$ cat config.mk
export PLATFORM = sky130hd
export DESIGN_NAME = matrix_keypad_debounce_encoder_unit
export DESIGN_NICKNAME = d
export VERILOG_FILES = /design/src/hdl/mkde_pkg.sv /design/src/hdl/mkde_row.sv /design/src/hdl/mkde_encode.sv /design/src/hdl/matrix_keypad_debounce_encoder_unit.sv
export SDC_FILE = /design/constraint.sdc
export NUM_CORES = 1
export LEC_CHECK = 0
export ABC_AREA = 1
export ABC_CLOCK_PERIOD_IN_PS = 6200
export BUFFER_PORTS_ARGS = -buffer_cell sky130_fd_sc_hd__buf_2
export CAP_MARGIN = 20
export CORE_AREA = 2 2 160 162
export CTS_CLUSTER_SIZE = 28
export DETAILED_ROUTE_END_ITERATION = 8
export DIE_AREA = 0 0 162 164
export GPL_TIMING_DRIVEN = 0
export MAX_ROUTING_LAYER = met4
export PLACE_DENSITY = 0.47
export SLEW_MARGIN = 20
export SYNTH_ARGS = -nofsm -noshare
export SYNTH_HDL_FRONTEND = slang
export SYNTH_HIERARCHICAL = 1
export SYNTH_SLANG_ARGS = --single-unit
export TNS_END_PERCENT = 10
$ cat constraint.sdc
create_clock -name clk -period 6.2 [get_ports clk]
set_input_delay 1.55 -clock clk [delete_from_list [all_inputs] [get_ports clk]]
set_output_delay 1.55 -clock clk [all_outputs]
set_load 0.05 [all_outputs]
$ cat src/hdl/mkde_pkg.sv
// ----------------------------------------------------------------------------
// mkde_pkg
// Shared types and constants of the keypad debounce and key encoder block.
// ----------------------------------------------------------------------------
package mkde_pkg;

  localparam int ROWS      = 4;
  localparam int COLS      = 4;
  localparam int ROW_MAX   = 4;
  localparam int COL_MAX   = 4;
  localparam int CNT_W     = 8;
  localparam int KEY_W     = 5;
  localparam int TOTAL_W   = 16;

  localparam logic [COL_MAX-1:0] COL_MASK  = COL_MAX'((1 << COLS) - 1);
  localparam logic [CNT_W-1:0]   THR_RESET = CNT_W'(5);
  localparam logic [KEY_W-1:0]   NO_KEY    = KEY_W'(16);
  localparam int                 KEY_LAST  = 15;

  typedef logic [COL_MAX-1:0] row_bits_t;
  typedef row_bits_t [ROW_MAX-1:0] row_set_t;

  typedef struct packed {
    logic [KEY_W-1:0]   current_key;
    logic [KEY_W-1:0]   last_key;
    logic               press_event;
    logic               release_event;
    logic [TOTAL_W-1:0] press_total;
  } result_t;

endpackage

$ cat src/hdl/mkde_row.sv
// ----------------------------------------------------------------------------
// mkde_row
// Debounce of one keypad row: disagreement counter and debounced row word.
// ----------------------------------------------------------------------------
module mkde_row (
  input  logic                         clk,
  input  logic                         rst_n,
  input  logic                         step,
  input  mkde_pkg::row_bits_t          raw,
  input  logic [mkde_pkg::CNT_W-1:0]   thr,
  output mkde_pkg::row_bits_t          deb_nxt
);

  logic [mkde_pkg::CNT_W-1:0] cnt_r;
  logic [mkde_pkg::CNT_W-1:0] cnt_nxt;
  logic [mkde_pkg::CNT_W-1:0] cnt_inc;
  mkde_pkg::row_bits_t        deb_r;
  mkde_pkg::row_bits_t        raw_m;

  always_comb begin
    raw_m   = raw & mkde_pkg::COL_MASK;
    cnt_inc = cnt_r + mkde_pkg::CNT_W'(1);
    cnt_nxt = cnt_r;
    deb_nxt = deb_r;
    if (raw_m == deb_r) begin
      cnt_nxt = '0;
    end else if (cnt_inc >= thr) begin
      deb_nxt = raw_m;
      cnt_nxt = '0;
    end else begin
      cnt_nxt = cnt_inc;
    end
  end

  always_ff @(posedge clk) begin
    if (!rst_n) begin
      cnt_r <= '0;
      deb_r <= '0;
    end else if (step) begin
      cnt_r <= cnt_nxt;
      deb_r <= deb_nxt;
    end
  end

endmodule

$ cat src/hdl/mkde_encode.sv
// ----------------------------------------------------------------------------
// mkde_encode
// Priority key encoder with press and release detection and press count.
// ----------------------------------------------------------------------------
module mkde_encode (
  input  logic                clk,
  input  logic                rst_n,
  input  logic                step,
  input  mkde_pkg::row_set_t  deb_rows,
  output mkde_pkg::result_t   res_nxt
);

  logic [mkde_pkg::KEY_W-1:0]   held_key_r;
  logic [mkde_pkg::KEY_W-1:0]   recent_key_r;
  logic [mkde_pkg::TOTAL_W-1:0] press_cnt_r;
  logic [mkde_pkg::KEY_W-1:0]   key;
  logic [mkde_pkg::KEY_W-1:0]   recent_nxt;
  logic [mkde_pkg::TOTAL_W-1:0] press_cnt_nxt;
  logic                         press;
  logic                         release_ev;

  // lowest index wins, so scan from the top down
  always_comb begin
    key = mkde_pkg::NO_KEY;
    for (int r = mkde_pkg::ROWS - 1; r >= 0; r--) begin
      for (int c = mkde_pkg::COLS - 1; c >= 0; c--) begin
        if (deb_rows[r][c]) begin
          if (r * mkde_pkg::COLS + c > mkde_pkg::KEY_LAST) begin
            key = mkde_pkg::NO_KEY;
          end else begin
            key = mkde_pkg::KEY_W'(r * mkde_pkg::COLS + c);
          end
        end
      end
    end
  end

  always_comb begin
    press         = (key != mkde_pkg::NO_KEY) && (held_key_r == mkde_pkg::NO_KEY);
    release_ev    = (key == mkde_pkg::NO_KEY) && (held_key_r != mkde_pkg::NO_KEY);
    recent_nxt    = press ? key : recent_key_r;
    press_cnt_nxt = press ? press_cnt_r + mkde_pkg::TOTAL_W'(1) : press_cnt_r;
    res_nxt.current_key   = key;
    res_nxt.last_key      = recent_nxt;
    res_nxt.press_event   = press;
    res_nxt.release_event = release_ev;
    res_nxt.press_total   = press_cnt_nxt;
  end

  always_ff @(posedge clk) begin
    if (!rst_n) begin
      held_key_r   <= mkde_pkg::NO_KEY;
      recent_key_r <= mkde_pkg::NO_KEY;
      press_cnt_r  <= '0;
    end else if (step) begin
      held_key_r   <= key;
      recent_key_r <= recent_nxt;
      press_cnt_r  <= press_cnt_nxt;
    end
  end

endmodule

$ cat src/hdl/matrix_keypad_debounce_encoder_unit.sv
// ----------------------------------------------------------------------------
// matrix_keypad_debounce_encoder_unit
// An input transaction passes the input register and then the result register.
// Throughput: one scan per cycle while out_stall does not hold the result register.
// Reset (synchronous, active low): rows empty, counters zero, keys none,
// press count zero, debounce threshold 5.
// ----------------------------------------------------------------------------
module matrix_keypad_debounce_encoder_unit (
  input  logic                           clk,
  input  logic                           rst_n,
  input  logic                           in_valid,
  output logic                           in_stall,
  input  logic [3:0]                     in_raw_row_0,
  input  logic [3:0]                     in_raw_row_1,
  input  logic [3:0]                     in_raw_row_2,
  input  logic [3:0]                     in_raw_row_3,
  output logic                           out_valid,
  input  logic                           out_stall,
  output logic [4:0]                     out_current_key,
  output logic [4:0]                     out_last_key,
  output logic                           out_press_event,
  output logic                           out_release_event,
  output logic [15:0]                    out_press_total,
  input  logic                           cfg_valid,
  output logic                           cfg_ready,
  input  logic [7:0]                     cfg_debounce_scans
);

  logic [mkde_pkg::CNT_W-1:0] thr_r;
  logic                       in_vld_r;
  mkde_pkg::row_set_t         raw_r;
  mkde_pkg::row_set_t         deb_nxt;
  logic                       out_vld_r;
  mkde_pkg::result_t          res_r;
  mkde_pkg::result_t          res_nxt;
  logic                       out_free;
  logic                       step;
  logic                       in_take;

  assign cfg_ready = 1'b1;
  assign out_free  = !out_vld_r || !out_stall;
  assign step      = in_vld_r && out_free;
  assign in_stall  = in_vld_r && !out_free;
  assign in_take   = in_valid && !in_stall;

  always_ff @(posedge clk) begin
    if (!rst_n) begin
      thr_r <= mkde_pkg::THR_RESET;
    end else if (cfg_valid && cfg_ready) begin
      thr_r <= cfg_debounce_scans;
    end
  end

  // input register
  always_ff @(posedge clk) begin
    if (!rst_n) begin
      in_vld_r <= 1'b0;
    end else if (in_take) begin
      in_vld_r <= 1'b1;
    end else if (step) begin
      in_vld_r <= 1'b0;
    end
  end

  always_ff @(posedge clk) begin
    if (in_take) begin
      raw_r[0] <= in_raw_row_0;
      raw_r[1] <= in_raw_row_1;
      raw_r[2] <= in_raw_row_2;
      raw_r[3] <= in_raw_row_3;
    end
  end

  for (genvar r = 0; r < mkde_pkg::ROW_MAX; r++) begin : g_row
    if (r < mkde_pkg::ROWS) begin : g_used
      mkde_row u_row (
        .clk     (clk),
        .rst_n   (rst_n),
        .step    (step),
        .raw     (raw_r[r]),
        .thr     (thr_r),
        .deb_nxt (deb_nxt[r])
      );
    end else begin : g_unused
      assign deb_nxt[r] = '0;
    end
  end

  mkde_encode u_encode (
    .clk      (clk),
    .rst_n    (rst_n),
    .step     (step),
    .deb_rows (deb_nxt),
    .res_nxt  (res_nxt)
  );

  // result register
  always_ff @(posedge clk) begin
    if (!rst_n) begin
      out_vld_r <= 1'b0;
    end else if (step) begin
      out_vld_r <= 1'b1;
    end else if (!out_stall) begin
      out_vld_r <= 1'b0;
    end
  end

  always_ff @(posedge clk) begin
    if (step) begin
      res_r <= res_nxt;
    end
  end

  assign out_valid         = out_vld_r;
  assign out_current_key   = res_r.current_key;
  assign out_last_key      = res_r.last_key;
  assign out_press_event   = res_r.press_event;
  assign out_release_event = res_r.release_event;
  assign out_press_total   = res_r.press_total;

endmodule

**Word-level counts from Yosys, hierarchy flattened**

Index checks and enable logic that the tools add are counted.

- Add/sub/neg operators: 5
- $lt $le $gt $ge: 4
- Equality and inequality tests: 9
- Muxes and demuxes: 38
- Reductions and logical operators: 11

Operators with widths:

| cell | count |
|---|---|
| $mux W5 | 17 |
| $mux W8 | 8 |
| $add A8 B1 Y8 const B | 4 |
| $ge A8 B8 Y1 | 4 |
| $mux W4 | 8 |
| $add A16 B1 Y16 const B | 1 |
| $eq A4 B4 Y1 | 4 |
| $mux W16 | 1 |
| $eq A5 B5 Y1 const B | 2 |
| $ne A5 B5 Y1 const B | 2 |
| $logic_and A1 B1 Y1 | 5 |
| $logic_not A1 Y1 | 4 |
| $mux W1 | 4 |
| $ne A2 B1 Y1 const B | 1 |
| $reduce_bool A2 Y1 | 1 |
| $logic_or A1 B1 Y1 | 1 |

- Register bits: 128
- Input bits: 29
- Output and inout port bits: 31
- Logic and storage cells: 90

**Logic depth before layout (Yosys ltp)**

- Word-level depth: 23
- Mapped depth: 32
- Mapped depth without buffers: 32

**Hierarchy**

Netlist, hierarchy kept.

By module, submodules not included:

| module | times used | cells each | area each (sq um) | sequential area each (sq um) |
|---|---|---|---|---|
| mkde_row | 4 | 158 | 987.2 | 240.2 |
| mkde_encode | 1 | 254 | 1711.6 | 520.5 |
| matrix_keypad_debounce_encoder_unit | 1 | 92 | 1682.9 | 1521.5 |

**Least setup slack after synthesis**

Ideal clock, no wire load.

- Path type: input to register
- Start point: input port out_stall
- End point: register u_encode/recent_key_r[4] (netlist name)
- Library setup time: 0.119 ns
- Arrival: 4.737 ns
- Data required time: 6.081 ns
- Setup slack: 1.345 ns
- Stages on the path: 6
- Buffers on the path: 2
- Cells stage by stage: a21oi_1 > clkbuf_1 > inv_1 > clkbuf_1 > o21ai_0 > nand2_1

- Word-level cells in the longest chain between the ends: 3

RTL lines:

| item | RTL line | text |
|---|---|---|
| start, declared | matrix_keypad_debounce_encoder_unit.sv:18 | `input logic out_stall,` |
| $logic_not A1 Y1 | -- |  |
| $logic_or A1 B1 Y1 | matrix_keypad_debounce_encoder_unit.sv:41 | `assign out_free = !out_vld_r \|\| !out_stall;` |
| $logic_and A1 B1 Y1 | matrix_keypad_debounce_encoder_unit.sv:42 | `assign step = in_vld_r && out_free;` |
| end signal, assigned | mkde_encode.sv:53 | `recent_key_r <= mkde_pkg::NO_KEY;` |
| end signal, assigned | mkde_encode.sv:57 | `recent_key_r <= recent_nxt;` |
| end, declared | mkde_encode.sv:14 | `logic [mkde_pkg::KEY_W-1:0] recent_key_r;` |

Every way passes these cells.
A chain may end at the register's enable or synchronous reset.

**Worst setup path after layout**

- Start point: input port out_stall
- End point: output port in_stall

- Word-level cells in the longest chain between the ends: 4

RTL lines:

| item | RTL line | text |
|---|---|---|
| $logic_not A1 Y1 | -- |  |
| $logic_or A1 B1 Y1 | matrix_keypad_debounce_encoder_unit.sv:41 |  |
| $logic_not A1 Y1 | matrix_keypad_debounce_encoder_unit.sv:43 | `assign in_stall = in_vld_r && !out_free;` |
| $logic_and A1 B1 Y1 | matrix_keypad_debounce_encoder_unit.sv:43 |  |
| end, declared | matrix_keypad_debounce_encoder_unit.sv:12 | `output logic in_stall,` |

Every way passes these cells.

==> summary.txt <==
Power and ir drop
  – Worst IR Drop VDD: between 100 and 150 µV
  – P_leak: 0.00424 µW
  – Pwr/cell area: roughly 270 mW/mm²

Global routing
  – Antenna violations before repair: 0
  – First-pass GRT wire length: 29,000 µm
  – Global route overflow: 0
  – GRT Util Overall: between 10% and 20%
  – Vias in the first global route: about 5,700
  – Largest net degree at the start of global routing: 24

Critical path
  – CP Data Arrival Time: approximately 2.1 ns
  – R2R setup slack: between 2 and 3 ns
  – Reg2reg path depth: 21
  – Slowest cell delay on critical path: between 0.2 and 0.3 ns
  – RR Endpoint: out_last_key[0]
  – Crit Path Class: in2out
  – Startpoint Class: input pin
  – Beginning of the worst register-to-register path: g_row[0].g_used.u_row/cnt_r[0]
  – Cell Chain, Critical Path: buf_2 > nand3_1 > inv_1 > buf_2
  – Cell mode on critical path: buf_2
  – Critical path origin: out_stall
  – Cell at the slowest stage of the critical path: buf_2
  – Crit end category: output pin
  – CP max FO: 3
  – Worst Path Required: 4.65 ns

Synthesis
  – Sequential fraction of the synthesis area: 40.9%
  – Post-Syn Area: 0.00734 mm²
  – Post-Synthesis Net Count: between 1,000 and 1,500
  – EDFF count, synth: 44
  – Simple-Gate Fraction of Synth Area: 27.4%
  – Synth Area in XOR/XNOR: roughly 3.5%
  – Most used DFF post-synth: dfxtp_1
  – Mapped Avg Cell Area: around 7.5 µm²
  – Yosys warns: 6
  – Largest family of logic cells by synthesized area: simple AND/OR/NAND/NOR gates
  – Synth Register Bits: around 130
  – Cell variety after synth: 40
  – Post-synthesis mux area share: 0%
  – Post-synth ARST share: 0%
  – Syn Inst Count: about 980
  – Post-Synth Adder-Cell Area: between 6 and 7%
  – Compound-gate portion of the synthesized area: under 10%

Die
  – Die Area: between 0.02 and 0.03 mm²
  – Core footprint: ~0.025 mm²
  – Starting Density: ~30%
  – Die width: between 150 and 200 µm
  – Num rows: 58
  – IO Count: 60
  – Die height: roughly 160 µm

STA
  – Clock skew: ~0.013 ns
  – Setup TNS: 0 ns
  – RSZ-0062 raised after global routing: no
  – Worst Tran Pin Value: around 0.8 ns
  – Hold_ws: around 0.46 ns
  – Max-slew violations: 0
  – Fin crit share: 59.4%
  – Setup violations, final: 0
  – Tmin final: ~3.7 ns
  – Final worst setup slack: approximately 2.5 ns
  – Max_slew headroom: 47.3%
  – Endpoints failing hold: 0
  – Max Fclk: between 0.2 and 0.3 GHz

Clock tree
  – Root Buffer: clkbuf_16
  – Worst-path clk slew: 0.06 ns
  – Post-CTS Setup Inserts: 0
  – H-tree Lvls: 4
  – CTS hold repair buffers: 0
  – Clock Latency Late Sink: about 0.43 ns
  – Clock Path Buffers: 2
  – TritonCTS Buffers: 17
  – Clk sinks: 128
  – CTS tree: yes
  – Resized Gates After CTS: 0

Placement
  – HPWL Detailed: between 10,000 and 15,000 µm
  – Port bufs: 58
  – Placed instance area: around 0.0081 mm²
  – RD Place Congestion: 0.785
  – Worst slack, placed: 2.30 ns

Worst hold path
  – Worst hold path stage count: 2
  – Hold path start: u_encode/recent_key_r[4]
  – Worst min-delay path class: reg2reg
  – Worst hold endpoint: u_encode/recent_key_r[4]

Final layout
  – Most common cell after layout, fill and taps aside: nand2_1
  – Util after Layout: a little over a third
  – Nets: 1,123
  – Diode count: 0
  – Share of cells above drive strength 1: 13.9%
  – Highest-count cells in the layout ignoring fill and taps: 229 x nand2_1, 190 x inv_1, 84 x dfxtp_1
  – Fillers: around 2,600
  – Finished layout cell area: slightly below 0.009 mm²
  – Area delta synth->final: 18.6%

Route
  – Initial DRC count: ~280
  – Initial DRT Pass Iterations: 5
  – DRT Wirelength: roughly 17,000 µm
  – DR vias/cell: 4.34
  – Post-route ant nets: 0
  – WL/cell: about 12 µm
  – DRC violations left: 0
  – Via count: roughly 6,000

Run
  – Maxcap violations: 0

Status
  – Status: finished, final reports clean
-- worst max-delay path: cells and delay by family --
family / cells / cell delay, ns
buf+inv: 3 / 0.45
simple gates: 1 / 0.12
-- through the flow --
step	power, µW	cells
4_1_cts	2390	1400
5_1_grt	2470	1400
2_1_floorplan	1250	978
3_5_place_dp	1350	1368
3_3_place_gp	1350	1366
6_report	2350	1400
-- layout make-up --
cell class	instances	area, µm²	area share, %
tap	330	413	4.74
inverter	197	742	8.52
sequential	128	3000	34.5
timing repair buffer	60	345	3.97
buffer	28	178	2.04
multi-input combinational	625	3430	39.4
clock inverter	15	169	1.94
clock buffer	17	425	4.89
-- kinds of logic (layout without fill, tap and decap cells) --
kind of cell / count (synthesis) / after routing
AOI/OAI and AO/OA: 125 / 125
xor gates and xnor gates: 27 / 27
adders and majority gates: 37 / 37
buffers and inverters: 225 / 317
DFF: 128 / 128
other: 1 / 1
and+or+nand+nor: 435 / 435
-- Yosys cell counts (2+ instances only) --
master    count  area share (%)
a21oi_1      77             5.2
a21oi_4       4            0.89
buf_4         7            0.72
buf_6         6            0.92
clkbuf_1     14            0.72
clkinv_1      4            0.20
dfxtp_1      84              23
edfxtp_1     44              18
ha_1         37             6.3
inv_1       190             9.7
inv_2         2            0.10
nand2_1     229              12
nand2_2       7            0.60
nand2_4       3            0.46
nand3_1      62             4.2
nand3_2       4            0.55
nand3b_1      4            0.41
nand4_1      37             3.2
nor2_1       70             3.6
nor2_2        4            0.34
nor2_4        5            0.77
nor3_2        3            0.41
o21a_1        4            0.41
o21ai_0      25             1.7
o21ai_1      14            0.95
xnor2_1       6            0.72
xor2_1       18             2.1
xor2_2        2            0.44
-- sequential cells by signal (all words and copies together), names as in the netlist, 8 cells and up --
| name | cells |
|---|---|
| g_row.g_used.u_row/cnt_r | 32 |
| g_row.g_used.u_row/deb_r | 16 |
| out_press_total | 16 |
| raw_r | 16 |
| thr_r | 8 |
| u_encode/press_cnt_r | 16 |
-- power by group --
group / switching (µW) / leakage, µW / internal [µW]
sequential: 36.9 / 0.00111 / 924
combinational: 251 / 0.00285 / 117
clock: 446 / 0.000282 / 573
-- metal layers --
metal	GRT usage [%]	vias up	share of wire (%)
met3	2.93	10	3.2
met5	-	-	0
met4	4.14	0	0.94
met1	19.4	2700	51
met2	21.7	98	45
li1	-	3271	-
-- worst max path at each step --
stage          slack (ns)  cells past startpoint                             end
2_1_floorplan        1.34                      6        u_encode/recent_key_r[4]
6_report             2.52                      4                        in_stall
3_3_place_gp        -0.94                      6  g_row[2].g_used.u_row/cnt_r[2]
4_1_cts              2.51                      4                        in_stall
3_5_place_dp         2.30                      8        u_encode/recent_key_r[4]
5_1_grt              2.27                     25         u_encode/press_cnt_r[1]
No activity file was read; power rests on OpenSTA's default activity.
